**src/sv/mft_pkg.sv**
```systemverilog
// shared widths, constants and types of the motor feedback tracker
package mft_pkg;

   localparam int ANGLE_W        = 13;
   localparam int COUNTS_PER_REV = 8192;
   localparam int CPR_SHIFT      = $clog2(COUNTS_PER_REV);
   localparam int RAW_W          = 16;
   localparam int TEMP_W         = 8;
   localparam int POS_W          = 48;
   localparam int SPD_W          = 35;
   localparam int CUR_W          = 23;
   localparam int LEAD_W         = 24;
   localparam int BAND_W         = 8;
   localparam int BAND_SHIFT     = 16;
   localparam int CSR_INDEX_W    = 2;
   localparam int CSR_DATA_W     = LEAD_W;
   localparam int REQ_DATA_W     = 136;
   localparam int RSP_DATA_W     = 120;

   localparam int DELTA_W        = ANGLE_W + 2;
   localparam int DELTA_MUL_W    = DELTA_W + 7;
   localparam int UNWRAP_PCT     = 66;
   localparam int PCT            = 100;
   localparam int SMAG_W         = RAW_W + 1;
   localparam int PPROD_W        = DELTA_W + LEAD_W;
   localparam int SPROD_W        = SMAG_W + LEAD_W;
   localparam int INC_W          = PPROD_W + 2 - CPR_SHIFT;
   localparam int CURRENT_SCALE  = 80;

   // divide by 60 as a shift by 2 and a two-part reciprocal divide by 15
   localparam int DIV_PRE_SHIFT  = 2;
   localparam int DIV_BASE       = 15;
   localparam int DIV_Y_W        = SPROD_W - DIV_PRE_SHIFT;
   localparam int DIV_LO_W       = 20;
   localparam int DIV_HI_W       = DIV_Y_W - DIV_LO_W;
   localparam int DIV_HI_Q_W     = 16;
   localparam int DIV_REM_W      = 4;
   localparam int DIV_HI_RECIP   = 1118482;
   localparam int DIV_HI_RECIP_W = 21;
   localparam int DIV_HI_SHIFT   = 24;
   localparam int DIV_LO_RECIP   = 17895698;
   localparam int DIV_LO_RECIP_W = 25;
   localparam int DIV_LO_SHIFT   = 28;

   localparam logic [CSR_INDEX_W-1:0] CSR_LEAD      = 2'd0;
   localparam logic [CSR_INDEX_W-1:0] CSR_POS_BAND  = 2'd1;
   localparam logic [CSR_INDEX_W-1:0] CSR_SPD_BAND  = 2'd2;

   localparam logic [LEAD_W-1:0] LEAD_RESET     = 24'd1625293;
   localparam logic [BAND_W-1:0] POS_BAND_RESET = 8'd5;
   localparam logic [BAND_W-1:0] SPD_BAND_RESET = 8'd10;

   typedef struct packed {
      logic [LEAD_W-1:0] lead;
      logic [BAND_W-1:0] pos_band;
      logic [BAND_W-1:0] spd_band;
   } cfg_type;

   typedef struct packed {
      logic                    mode;
      logic                    delta_neg;
      logic [DELTA_W-1:0]      delta_mag;
      logic                    speed_neg;
      logic [SMAG_W-1:0]       speed_mag;
      logic signed [RAW_W-1:0] raw_current;
      logic [TEMP_W-1:0]       temperature;
      logic signed [POS_W-1:0] target_position;
      logic signed [SPD_W-1:0] target_speed;
   } queue_item_type;

   typedef struct packed {
      logic signed [POS_W-1:0] position;
      logic signed [SPD_W-1:0] speed;
      logic signed [CUR_W-1:0] current;
      logic [TEMP_W-1:0]       temperature;
      logic                    position_near;
      logic                    speed_near;
   } rsp_item_type;

endpackage

```
**src/sv/motor_feedback_tracker.sv**
```systemverilog
// motor feedback tracker top level: ports, registers and request packing
//
// one request carries a motor feedback frame; req_tuser is the mode bit
// (0 frame, 1 zero the accumulated position). each request gives exactly
// one response on the rsp_ group with position, speed, current,
// temperature and the two near-target flags.
// csr_we writes lead_mm_q16 (index 0), position_near_band (1) or
// speed_near_band (2); other indexes are ignored. write only while idle.
// throughput: one request per cycle while no response is stalled, set by the
// position accumulator, which updates once per cycle in the back end as it advances.
// a taken request reaches its response through the queue slot, product stage,
// accumulate/divide stage, difference stage and output register.
// when a response waits with rsp_tready low the back end holds; the two-entry
// queue keeps taking requests until full, then req_tready drops.
// reset clears the angle history, the accumulator, the queue and the
// pipeline, and loads the register reset values.
module motor_feedback_tracker import mft_pkg::*; (
   input  logic                   clock,
   input  logic                   reset,
   input  logic                   req_tvalid,
   output logic                   req_tready,
   // rotor_angle, raw_speed, raw_current, temperature_in, target_position,
   // target_speed
   input  logic [REQ_DATA_W-1:0]  req_tdata,
   // mode
   input  logic                   req_tuser,
   output logic                   rsp_tvalid,
   input  logic                   rsp_tready,
   // position, speed, current, temperature_out, position_near, speed_near,
   // zero fill
   output logic [RSP_DATA_W-1:0]  rsp_tdata,
   input  logic                   csr_we,
   input  logic [CSR_INDEX_W-1:0] csr_index,
   input  logic [CSR_DATA_W-1:0]  csr_wdata
);

   cfg_type        cfg_ff, cfg_in;
   logic           queue_full, queue_empty, push, pop;
   queue_item_type push_item, head_item;
   rsp_item_type   rsp_item;

   always_comb begin
      cfg_in = cfg_ff;
      if (csr_we) begin
         unique case (csr_index)
            CSR_LEAD:     cfg_in.lead     = csr_wdata;
            CSR_POS_BAND: cfg_in.pos_band = csr_wdata[BAND_W-1:0];
            CSR_SPD_BAND: cfg_in.spd_band = csr_wdata[BAND_W-1:0];
            default:      cfg_in = cfg_ff;
         endcase
      end
   end

   always_ff @(posedge clock) begin
      if (reset) begin
         cfg_ff.lead     <= LEAD_RESET;
         cfg_ff.pos_band <= POS_BAND_RESET;
         cfg_ff.spd_band <= SPD_BAND_RESET;
      end else begin
         cfg_ff <= cfg_in;
      end
   end

   mft_front u_front (
      .clock               (clock),
      .reset               (reset),
      .req_valid           (req_tvalid),
      .req_ready           (req_tready),
      .req_mode            (req_tuser),
      .req_angle           (req_tdata[12:0]),
      .req_speed           (req_tdata[28:13]),
      .req_current         (req_tdata[44:29]),
      .req_temperature     (req_tdata[52:45]),
      .req_target_position (req_tdata[100:53]),
      .req_target_speed    (req_tdata[135:101]),
      .queue_full          (queue_full),
      .push                (push),
      .push_item           (push_item)
   );

   mft_queue u_queue (
      .clock     (clock),
      .reset     (reset),
      .push      (push),
      .push_item (push_item),
      .pop       (pop),
      .full      (queue_full),
      .empty     (queue_empty),
      .head_item (head_item)
   );

   mft_back u_back (
      .clock       (clock),
      .reset       (reset),
      .cfg         (cfg_ff),
      .queue_empty (queue_empty),
      .head_item   (head_item),
      .pop         (pop),
      .rsp_valid   (rsp_tvalid),
      .rsp_ready   (rsp_tready),
      .rsp_item    (rsp_item)
   );

   assign rsp_tdata = {4'b0000, rsp_item.speed_near, rsp_item.position_near,
                       rsp_item.temperature, rsp_item.current, rsp_item.speed,
                       rsp_item.position};

endmodule

```
**src/sv/mft_front.sv**
```systemverilog
// front end: takes requests, unwraps the angle delta and forms queue entries
module mft_front import mft_pkg::*; (
   input  logic                     clock,
   input  logic                     reset,
   input  logic                     req_valid,
   output logic                     req_ready,
   input  logic                     req_mode,
   input  logic [ANGLE_W-1:0]       req_angle,
   input  logic signed [RAW_W-1:0]  req_speed,
   input  logic signed [RAW_W-1:0]  req_current,
   input  logic [TEMP_W-1:0]        req_temperature,
   input  logic signed [POS_W-1:0]  req_target_position,
   input  logic signed [SPD_W-1:0]  req_target_speed,
   input  logic                     queue_full,
   output logic                     push,
   output queue_item_type           push_item
);

   localparam logic signed [DELTA_MUL_W-1:0] PCT_S = DELTA_MUL_W'(PCT);
   localparam logic signed [DELTA_MUL_W-1:0] UNWRAP_LIMIT =
      DELTA_MUL_W'(UNWRAP_PCT * COUNTS_PER_REV);
   localparam logic signed [DELTA_W-1:0] REV = DELTA_W'(COUNTS_PER_REV);

   logic [ANGLE_W-1:0]            prev_angle_ff;
   logic [ANGLE_W-1:0]            prev_angle_in;
   logic signed [DELTA_W-1:0]     delta_raw;
   logic signed [DELTA_MUL_W-1:0] delta_ext;
   logic signed [DELTA_MUL_W-1:0] delta_scaled;
   logic signed [DELTA_W-1:0]     delta;
   logic signed [SMAG_W-1:0]      speed_ext;

   assign req_ready = !queue_full;
   assign push      = req_valid && !queue_full;

   always_comb begin
      delta_raw    = $signed({2'b00, req_angle}) - $signed({2'b00, prev_angle_ff});
      delta_ext    = DELTA_MUL_W'(delta_raw);
      delta_scaled = delta_ext * PCT_S;
      priority if (delta_scaled < -UNWRAP_LIMIT) begin
         delta = delta_raw + REV;
      end else if (delta_scaled > UNWRAP_LIMIT) begin
         delta = delta_raw - REV;
      end else begin
         delta = delta_raw;
      end
   end

   always_comb begin
      speed_ext                 = SMAG_W'(req_speed);
      push_item.mode            = req_mode;
      push_item.delta_neg       = delta[DELTA_W-1];
      push_item.delta_mag       = delta[DELTA_W-1] ? DELTA_W'(-delta) : DELTA_W'(delta);
      push_item.speed_neg       = req_speed[RAW_W-1];
      push_item.speed_mag       = req_speed[RAW_W-1] ? SMAG_W'(-speed_ext)
                                                     : SMAG_W'(speed_ext);
      push_item.raw_current     = req_current;
      push_item.temperature     = req_temperature;
      push_item.target_position = req_target_position;
      push_item.target_speed    = req_target_speed;
   end

   // a zero request leaves the previous angle untouched
   assign prev_angle_in = (push && !req_mode) ? req_angle : prev_angle_ff;

   always_ff @(posedge clock) begin
      if (reset) begin
         prev_angle_ff <= '0;
      end else begin
         prev_angle_ff <= prev_angle_in;
      end
   end

endmodule

```
**src/sv/mft_queue.sv**
```systemverilog
// two-entry queue between the front and back ends
module mft_queue import mft_pkg::*; (
   input  logic           clock,
   input  logic           reset,
   input  logic           push,
   input  queue_item_type push_item,
   input  logic           pop,
   output logic           full,
   output logic           empty,
   output queue_item_type head_item
);

   queue_item_type mem [2];
   logic       wr_ptr_ff;
   logic       wr_ptr_in;
   logic       rd_ptr_ff;
   logic       rd_ptr_in;
   logic [1:0] count_ff;
   logic [1:0] count_in;

   assign full      = count_ff == 2'd2;
   assign empty     = count_ff == 2'd0;
   assign head_item = mem[rd_ptr_ff];

   always_comb begin
      wr_ptr_in = push ? !wr_ptr_ff : wr_ptr_ff;
      rd_ptr_in = pop ? !rd_ptr_ff : rd_ptr_ff;
      unique case ({push, pop})
         2'b10:   count_in = count_ff + 2'd1;
         2'b01:   count_in = count_ff - 2'd1;
         default: count_in = count_ff;
      endcase
   end

   always_ff @(posedge clock) begin
      if (push) begin
         mem[wr_ptr_ff] <= push_item;
      end
   end

   always_ff @(posedge clock) begin
      if (reset) begin
         wr_ptr_ff <= 1'b0;
         rd_ptr_ff <= 1'b0;
         count_ff  <= '0;
      end else begin
         wr_ptr_ff <= wr_ptr_in;
         rd_ptr_ff <= rd_ptr_in;
         count_ff  <= count_in;
      end
   end

endmodule

```
**src/sv/mft_back.sv**
```systemverilog
// back end: scaling, position accumulation, speed divide and near tests
module mft_back import mft_pkg::*; (
   input  logic           clock,
   input  logic           reset,
   input  cfg_type        cfg,
   input  logic           queue_empty,
   input  queue_item_type head_item,
   output logic           pop,
   output logic           rsp_valid,
   input  logic           rsp_ready,
   output rsp_item_type   rsp_item
);

   localparam logic [PPROD_W:0] ROUND_HALF = (PPROD_W + 1)'(COUNTS_PER_REV / 2);
   localparam logic signed [POS_W-1:0] POS_MAX = {1'b0, {(POS_W - 1){1'b1}}};
   localparam logic signed [POS_W-1:0] POS_MIN = {1'b1, {(POS_W - 1){1'b0}}};
   localparam int HI_PROD_W = DIV_HI_W + DIV_HI_RECIP_W;
   localparam int LO_PART_W = DIV_REM_W + DIV_LO_W;
   localparam int LO_PROD_W = LO_PART_W + DIV_LO_RECIP_W;

   logic advance;

   // stage 1: products
   logic                    v1_ff, mode1_ff, dneg1_ff, sneg1_ff;
   logic [PPROD_W-1:0]      pprod1_ff;
   logic [SPROD_W-1:0]      sprod1_ff;
   logic signed [CUR_W-1:0] cur1_ff;
   logic [TEMP_W-1:0]       temp1_ff;
   logic signed [POS_W-1:0] tpos1_ff;
   logic signed [SPD_W-1:0] tspd1_ff;

   // stage 2: accumulate and divide high part
   logic                    v2_ff, mode2_ff, sneg2_ff;
   logic signed [POS_W-1:0] acc_ff, acc_in;
   logic signed [POS_W-1:0] pos2_ff;
   logic [DIV_HI_Q_W-1:0]   qhi2_ff;
   logic [DIV_REM_W-1:0]    rhi2_ff;
   logic [DIV_LO_W-1:0]     ylo2_ff;
   logic signed [CUR_W-1:0] cur2_ff;
   logic [TEMP_W-1:0]       temp2_ff;
   logic signed [POS_W-1:0] tpos2_ff;
   logic signed [SPD_W-1:0] tspd2_ff;

   // stage 3: divide low part and position difference
   logic                    v3_ff, mode3_ff;
   logic signed [POS_W-1:0] pos3_ff;
   logic signed [SPD_W-1:0] spd3_ff, spd_in;
   logic signed [CUR_W-1:0] cur3_ff;
   logic [TEMP_W-1:0]       temp3_ff;
   logic signed [POS_W:0]   dpos3_ff;
   logic signed [SPD_W-1:0] tspd3_ff;

   // stage 4: output register
   logic                    v4_ff;
   rsp_item_type            out_ff, out_in;

   logic [PPROD_W:0]        round_sum;
   logic [INC_W-2:0]        inc_mag;
   logic signed [INC_W-1:0] inc;
   logic signed [POS_W:0]   pos_sum;
   logic signed [POS_W-1:0] pos_sat;

   logic [DIV_Y_W-1:0]      dy;
   logic [DIV_HI_W-1:0]     dy_hi;
   logic [HI_PROD_W-1:0]    hi_prod;
   logic [DIV_HI_Q_W-1:0]   qhi;
   logic [DIV_HI_W-1:0]     hi_back;
   logic [DIV_REM_W-1:0]    rhi;
   logic [LO_PART_W-1:0]    lo_part;
   logic [LO_PROD_W-1:0]    lo_prod;
   logic [DIV_LO_W-1:0]     qlo;
   logic signed [SPD_W-1:0] spd_mag;

   logic signed [POS_W:0]   pos_lim;
   logic signed [SPD_W:0]   spd_lim;
   logic signed [SPD_W:0]   dspd;

   assign advance   = !(v4_ff && !rsp_ready);
   assign pop       = advance && !queue_empty;
   assign rsp_valid = v4_ff;
   assign rsp_item  = out_ff;

   always_ff @(posedge clock) begin
      if (advance) begin
         mode1_ff  <= head_item.mode;
         dneg1_ff  <= head_item.delta_neg;
         sneg1_ff  <= head_item.speed_neg;
         pprod1_ff <= PPROD_W'(head_item.delta_mag) * PPROD_W'(cfg.lead);
         sprod1_ff <= SPROD_W'(head_item.speed_mag) * SPROD_W'(cfg.lead);
         cur1_ff   <= CUR_W'(head_item.raw_current) * CUR_W'(CURRENT_SCALE);
         temp1_ff  <= head_item.temperature;
         tpos1_ff  <= head_item.target_position;
         tspd1_ff  <= head_item.target_speed;
      end
   end

   always_comb begin
      round_sum = {1'b0, pprod1_ff} + ROUND_HALF;
      inc_mag   = (INC_W - 1)'(round_sum >> CPR_SHIFT);
      inc       = dneg1_ff ? -$signed({1'b0, inc_mag}) : $signed({1'b0, inc_mag});
      pos_sum   = (POS_W + 1)'(acc_ff) + (POS_W + 1)'(inc);
      if (pos_sum[POS_W] != pos_sum[POS_W-1]) begin
         pos_sat = pos_sum[POS_W] ? POS_MIN : POS_MAX;
      end else begin
         pos_sat = pos_sum[POS_W-1:0];
      end
      acc_in = mode1_ff ? '0 : pos_sat;
   end

   // high part of the divide by fifteen, quotient and remainder
   always_comb begin
      dy      = sprod1_ff[SPROD_W-1:DIV_PRE_SHIFT];
      dy_hi   = dy[DIV_Y_W-1:DIV_LO_W];
      hi_prod = HI_PROD_W'(dy_hi) * HI_PROD_W'(DIV_HI_RECIP);
      qhi     = hi_prod[DIV_HI_SHIFT +: DIV_HI_Q_W];
      hi_back = dy_hi - DIV_HI_W'(qhi) * DIV_HI_W'(DIV_BASE);
      rhi     = hi_back[DIV_REM_W-1:0];
   end

   always_ff @(posedge clock) begin
      if (advance) begin
         mode2_ff <= mode1_ff;
         sneg2_ff <= sneg1_ff;
         pos2_ff  <= acc_in;
         qhi2_ff  <= qhi;
         rhi2_ff  <= rhi;
         ylo2_ff  <= dy[DIV_LO_W-1:0];
         cur2_ff  <= mode1_ff ? '0 : cur1_ff;
         temp2_ff <= mode1_ff ? '0 : temp1_ff;
         tpos2_ff <= tpos1_ff;
         tspd2_ff <= tspd1_ff;
      end
   end

   // low part of the divide by fifteen
   always_comb begin
      lo_part = {rhi2_ff, ylo2_ff};
      lo_prod = LO_PROD_W'(lo_part) * LO_PROD_W'(DIV_LO_RECIP);
      qlo     = lo_prod[DIV_LO_SHIFT +: DIV_LO_W];
      spd_mag = SPD_W'({qhi2_ff, qlo});
      spd_in  = sneg2_ff ? -spd_mag : spd_mag;
   end

   always_ff @(posedge clock) begin
      if (advance) begin
         mode3_ff <= mode2_ff;
         pos3_ff  <= pos2_ff;
         spd3_ff  <= mode2_ff ? '0 : spd_in;
         cur3_ff  <= cur2_ff;
         temp3_ff <= temp2_ff;
         dpos3_ff <= (POS_W + 1)'(pos2_ff) - (POS_W + 1)'(tpos2_ff);
         tspd3_ff <= tspd2_ff;
      end
   end

   // strict band test, both sides of zero
   always_comb begin
      pos_lim              = $signed((POS_W + 1)'({cfg.pos_band, {BAND_SHIFT{1'b0}}}));
      spd_lim              = $signed((SPD_W + 1)'({cfg.spd_band, {BAND_SHIFT{1'b0}}}));
      dspd                 = (SPD_W + 1)'(spd3_ff) - (SPD_W + 1)'(tspd3_ff);
      out_in.position      = pos3_ff;
      out_in.speed         = spd3_ff;
      out_in.current       = cur3_ff;
      out_in.temperature   = temp3_ff;
      out_in.position_near = !mode3_ff && (dpos3_ff < pos_lim) && (dpos3_ff > -pos_lim);
      out_in.speed_near    = !mode3_ff && (dspd < spd_lim) && (dspd > -spd_lim);
   end

   always_ff @(posedge clock) begin
      if (advance) begin
         out_ff <= out_in;
      end
   end

   always_ff @(posedge clock) begin
      if (reset) begin
         v1_ff  <= 1'b0;
         v2_ff  <= 1'b0;
         v3_ff  <= 1'b0;
         v4_ff  <= 1'b0;
         acc_ff <= '0;
      end else if (advance) begin
         v1_ff <= !queue_empty;
         v2_ff <= v1_ff;
         v3_ff <= v2_ff;
         v4_ff <= v3_ff;
         if (v1_ff) begin
            acc_ff <= acc_in;
         end
      end
   end

endmodule

```
**config.mk**
```make
export PLATFORM = sky130hd
export DESIGN_NAME = motor_feedback_tracker
export DESIGN_NICKNAME = d
export VERILOG_FILES = /design/src/sv/mft_pkg.sv /design/src/sv/motor_feedback_tracker.sv /design/src/sv/mft_front.sv /design/src/sv/mft_queue.sv /design/src/sv/mft_back.sv
export SDC_FILE = /design/constraint.sdc
export NUM_CORES = 2
export LEC_CHECK = 0
export ABC_AREA = 1
export BUFFER_PORTS_ARGS = -buffer_cell sky130_fd_sc_hd__buf_2
export CAP_MARGIN = 15
export CORE_UTILIZATION = 35
export CTS_BUF_LIST = sky130_fd_sc_hd__clkbuf_4
export CTS_CLUSTER_SIZE = 30
export DETAILED_ROUTE_END_ITERATION = 10
export PLACE_DENSITY = 0.5
export SLEW_MARGIN = 10
export SYNTH_ARGS = -nofsm -noshare
export SYNTH_HDL_FRONTEND = slang
export SYNTH_SLANG_ARGS = --single-unit
```
**constraint.sdc**
```tcl
create_clock -name clock -period 18.03 [get_ports clock]
set_clock_uncertainty 0.15 [all_clocks]
set_input_delay 0.9015 -clock clock [delete_from_list [all_inputs] [get_ports clock]]
set_output_delay 0.9015 -clock clock [all_outputs]
set_load 0.05 [all_outputs]
```
==> summary.txt <==
Status - completed
Pins over their slew limit - 0
Synth area leader - edfxtp_1
Post-Synth XOR/XNOR Area - 3.33%
CP max stage cell - buf_4
Area growth, synth to finish - 13.3%
Mux contribution to synthesized area - 0%
Setup violators final - 0
Critical-path maximum fanout - 39
Antenna-violating nets left - 0
Synth area leaders - edfxtp_1 34%, fa_1 17%, ha_1 12%, nand2_1 8.0%, inv_1 7.1%
Finished Core Util - 39.9%
Req. time, crit path - 18.88 ns
Setup TNS - 0 ns
WHS - 0.179 ns
Fmax - 0.121 GHz
Share of layout cells above drive strength 1 - 9.90%
CTS root buf - clkbuf_4
Area of the core - 0.243 sq mm
Cell count after placement - 12,400
#FFs+latches synth - 1,079
DR DRC count - 0
# clock sinks - 1,079
Finished Layout Cells - 13,200
Vias - 64,500
Minimum clock period - 8.25 ns
Main synth FF type - edfxtp_1
Die Width - 497 um
Register Area - 0.0313 sq mm
Setup bufs post-CTS - 0
PostCTS Resize Cnt - 0
IO buf count - 281
Vias per inst - 4.87
Longest Clk Path Bufs - 4
Max-cap violation count - 0
Pre-antenna DRT Iters - 6
RSZ-0062 raised after global routing - false
Ys async rst share - 0%
Number of DRC markers in iteration 0 - 3,919
Post-CTS Hold Fix Bufs - 235
Crit path arrival time - 9.10 ns
Post-synth EDFFs - 969
Post-synthesis adder-cell area fraction - 29.6%
First-pass GRT wire length - 390,000 um
Fin crit share - 45.8%
Largest family of logic cells by synthesized area - adder cells
Vias in the first global route - 66,100
Kind of critical path - register to register
Least-Margin Pin Slew - 1.12 ns
Ports - 290
Area share of the largest cell type after synthesis - 34.0%
Initial Utilization - 35.2%
TritonCTS clock tree - yes
WL per Instance - 19.3 um
Crit-path max cell delay - 0.63 ns
Fin. Hold Viols - 0
Worst-path clk slew - 0.06 ns
Nets@finish - 11,500
Most frequent CP cell - inv_1
Largest net degree at the start of global routing - 141
Number of H-tree levels - 5
Yosys cell types - 73
Simple-Gate Fraction of Synth Area - 15.2%
Critical Path End Type - register
Multi-input gate area - 0.0473 sq mm
Synth Area in Compound Gates - 7.09%
Row cnt - 181
Vert. Die Dim - 497 um
Dpl hpwl - 201,000 um
Commonest non-fill, non-tap cell in the layout - nand2_1
Gpl congestion - 0.911
Synth Cell Area - 0.0856 sq mm
Most frequent cells in the layout - 1,817 x nand2_1, 1,604 x inv_1, 969 x edfxtp_1
Relative slew slack - 24.9%
Initial antenna violation count - 13
Fillers - 24,600
Clk_lat worst skew - 1.31 ns
DRT Wirelength - 255,000 um
Worst setup SP type - register
Sequential share of the synthesized area - 36.6%
Die area - 0.247 sq mm
CTS Buf Count - 327
Grt total ovfl - 0
Syn Inst Count - 9,100
Syn avg cell area - 9.41 sq um
Global Route Usage Sum - 20.8%
Class of the tightest hold or removal check - input pin to register
Yosys warnings - 0
[worst max-delay path: cells and delay by family (launching register included)]
kind	cells	cell delay, ns
XOR/XNOR	1	0.09
adder cells (fa/ha/maj)	7	3.45
AND/OR/NAND/NOR	8	1.38
buffers and inverters	8	1.44
flip-flops	1	0.55
AO/OA/AOI/OAI	4	0.83
[path summary, 6_finish.rpt]
kind | start | to | slack (ns) | cells after the start
setup / recovery | register | u_back.sprod1_ff[40] | 9.78 | 28
hold / removal | req_tdata[113] | u_queue.mem[1][12] | 0.18 | 2
setup reg to reg | register | u_back.sprod1_ff[40] | 9.78 | 28
hold reg to reg | u_back.temp3_ff[2] | u_back.rsp_item[4] | 0.21 | 0
[synthesized netlist by cell type, types with 7 or more instances]
| library cell | count |
|---|---|
| inv_1 | 1608 |
| nand2_2 | 14 |
| o21bai_1 | 21 |
| a21boi_0 | 11 |
| nor3_1 | 76 |
| a31oi_1 | 34 |
| edfxtp_1 | 969 |
| nor2_2 | 7 |
| clkinv_1 | 13 |
| xor2_1 | 199 |
| nand3_1 | 229 |
| fa_1 | 737 |
| xnor2_1 | 121 |
| inv_2 | 7 |
| dfxtp_1 | 110 |
| o31ai_1 | 8 |
| a211oi_1 | 9 |
| or2_2 | 63 |
| o211ai_1 | 33 |
| clkbuf_1 | 190 |
| ha_1 | 845 |
| buf_1 | 7 |
| nor2_1 | 826 |
| o21ai_0 | 304 |
| nor4_1 | 38 |
| a21oi_1 | 524 |
| buf_6 | 9 |
| nand2_1 | 1818 |
| nand4_1 | 61 |
| a21o_1 | 35 |
| o21a_1 | 38 |
| nand3b_1 | 15 |
| o21ai_1 | 26 |
| buf_4 | 12 |
[registers in the layout, summed over array words and instances (netlist names), 39 cells and up, named ones only]
register and count:
u_queue.mem 284, u_back.acc_ff 48, u_back.pos3_ff 48, u_back.dpos3_ff 49
u_back.sprod1_ff 39, cfg_ff 40, u_back.rsp_item 112, u_back.tpos1_ff 48
u_back.pos2_ff 48, u_back.tpos2_ff 48
[cell families (layout without fill, tap and decap cells)]
family | count (synthesis) | after routing
AND/OR/NAND/NOR | 3175 | 3175
buffers and inverters | 1852 | 2761
adder cells (fa/ha/maj) | 1582 | 1582
AO/OA/AOI/OAI | 1088 | 1088
flip-flops | 1079 | 1079
XOR/XNOR | 323 | 323
other | 1 | 20
[layer usage]
layer  GRT usage, %  part of all wire, %  up-vias
li1               -                    -    30900
met1           28.1                   46    31500
met2           34.2                   47     1622
met3           3.04                  4.7      394
met4           6.51                  2.9        6
met5              0                0.014        -
[area by class of cell]
type | count | area share [%]
clock buffers | 475 | 3.68
flip-flops and latches | 1079 | 32.3
multi-input cells | 6178 | 48.8
diodes | 10 | 0.0258
well taps | 3202 | 4.13
inverters | 1628 | 6.32
repair buffers | 580 | 4.38
clock inverters | 78 | 0.384
[through the flow]
stage	worst slack (ns)	area (sq um)
2_1_floorplan	1.34	85600
3_3_place_gp	9.85	90700
3_5_place_dp	9.79	90700
4_1_cts	9.74	97000
5_1_grt	9.21	97000
6_report	9.78	97000
Power is not shown: default switching activity piles up to over one toggle a cycle in this logic, so the estimate is an artifact.
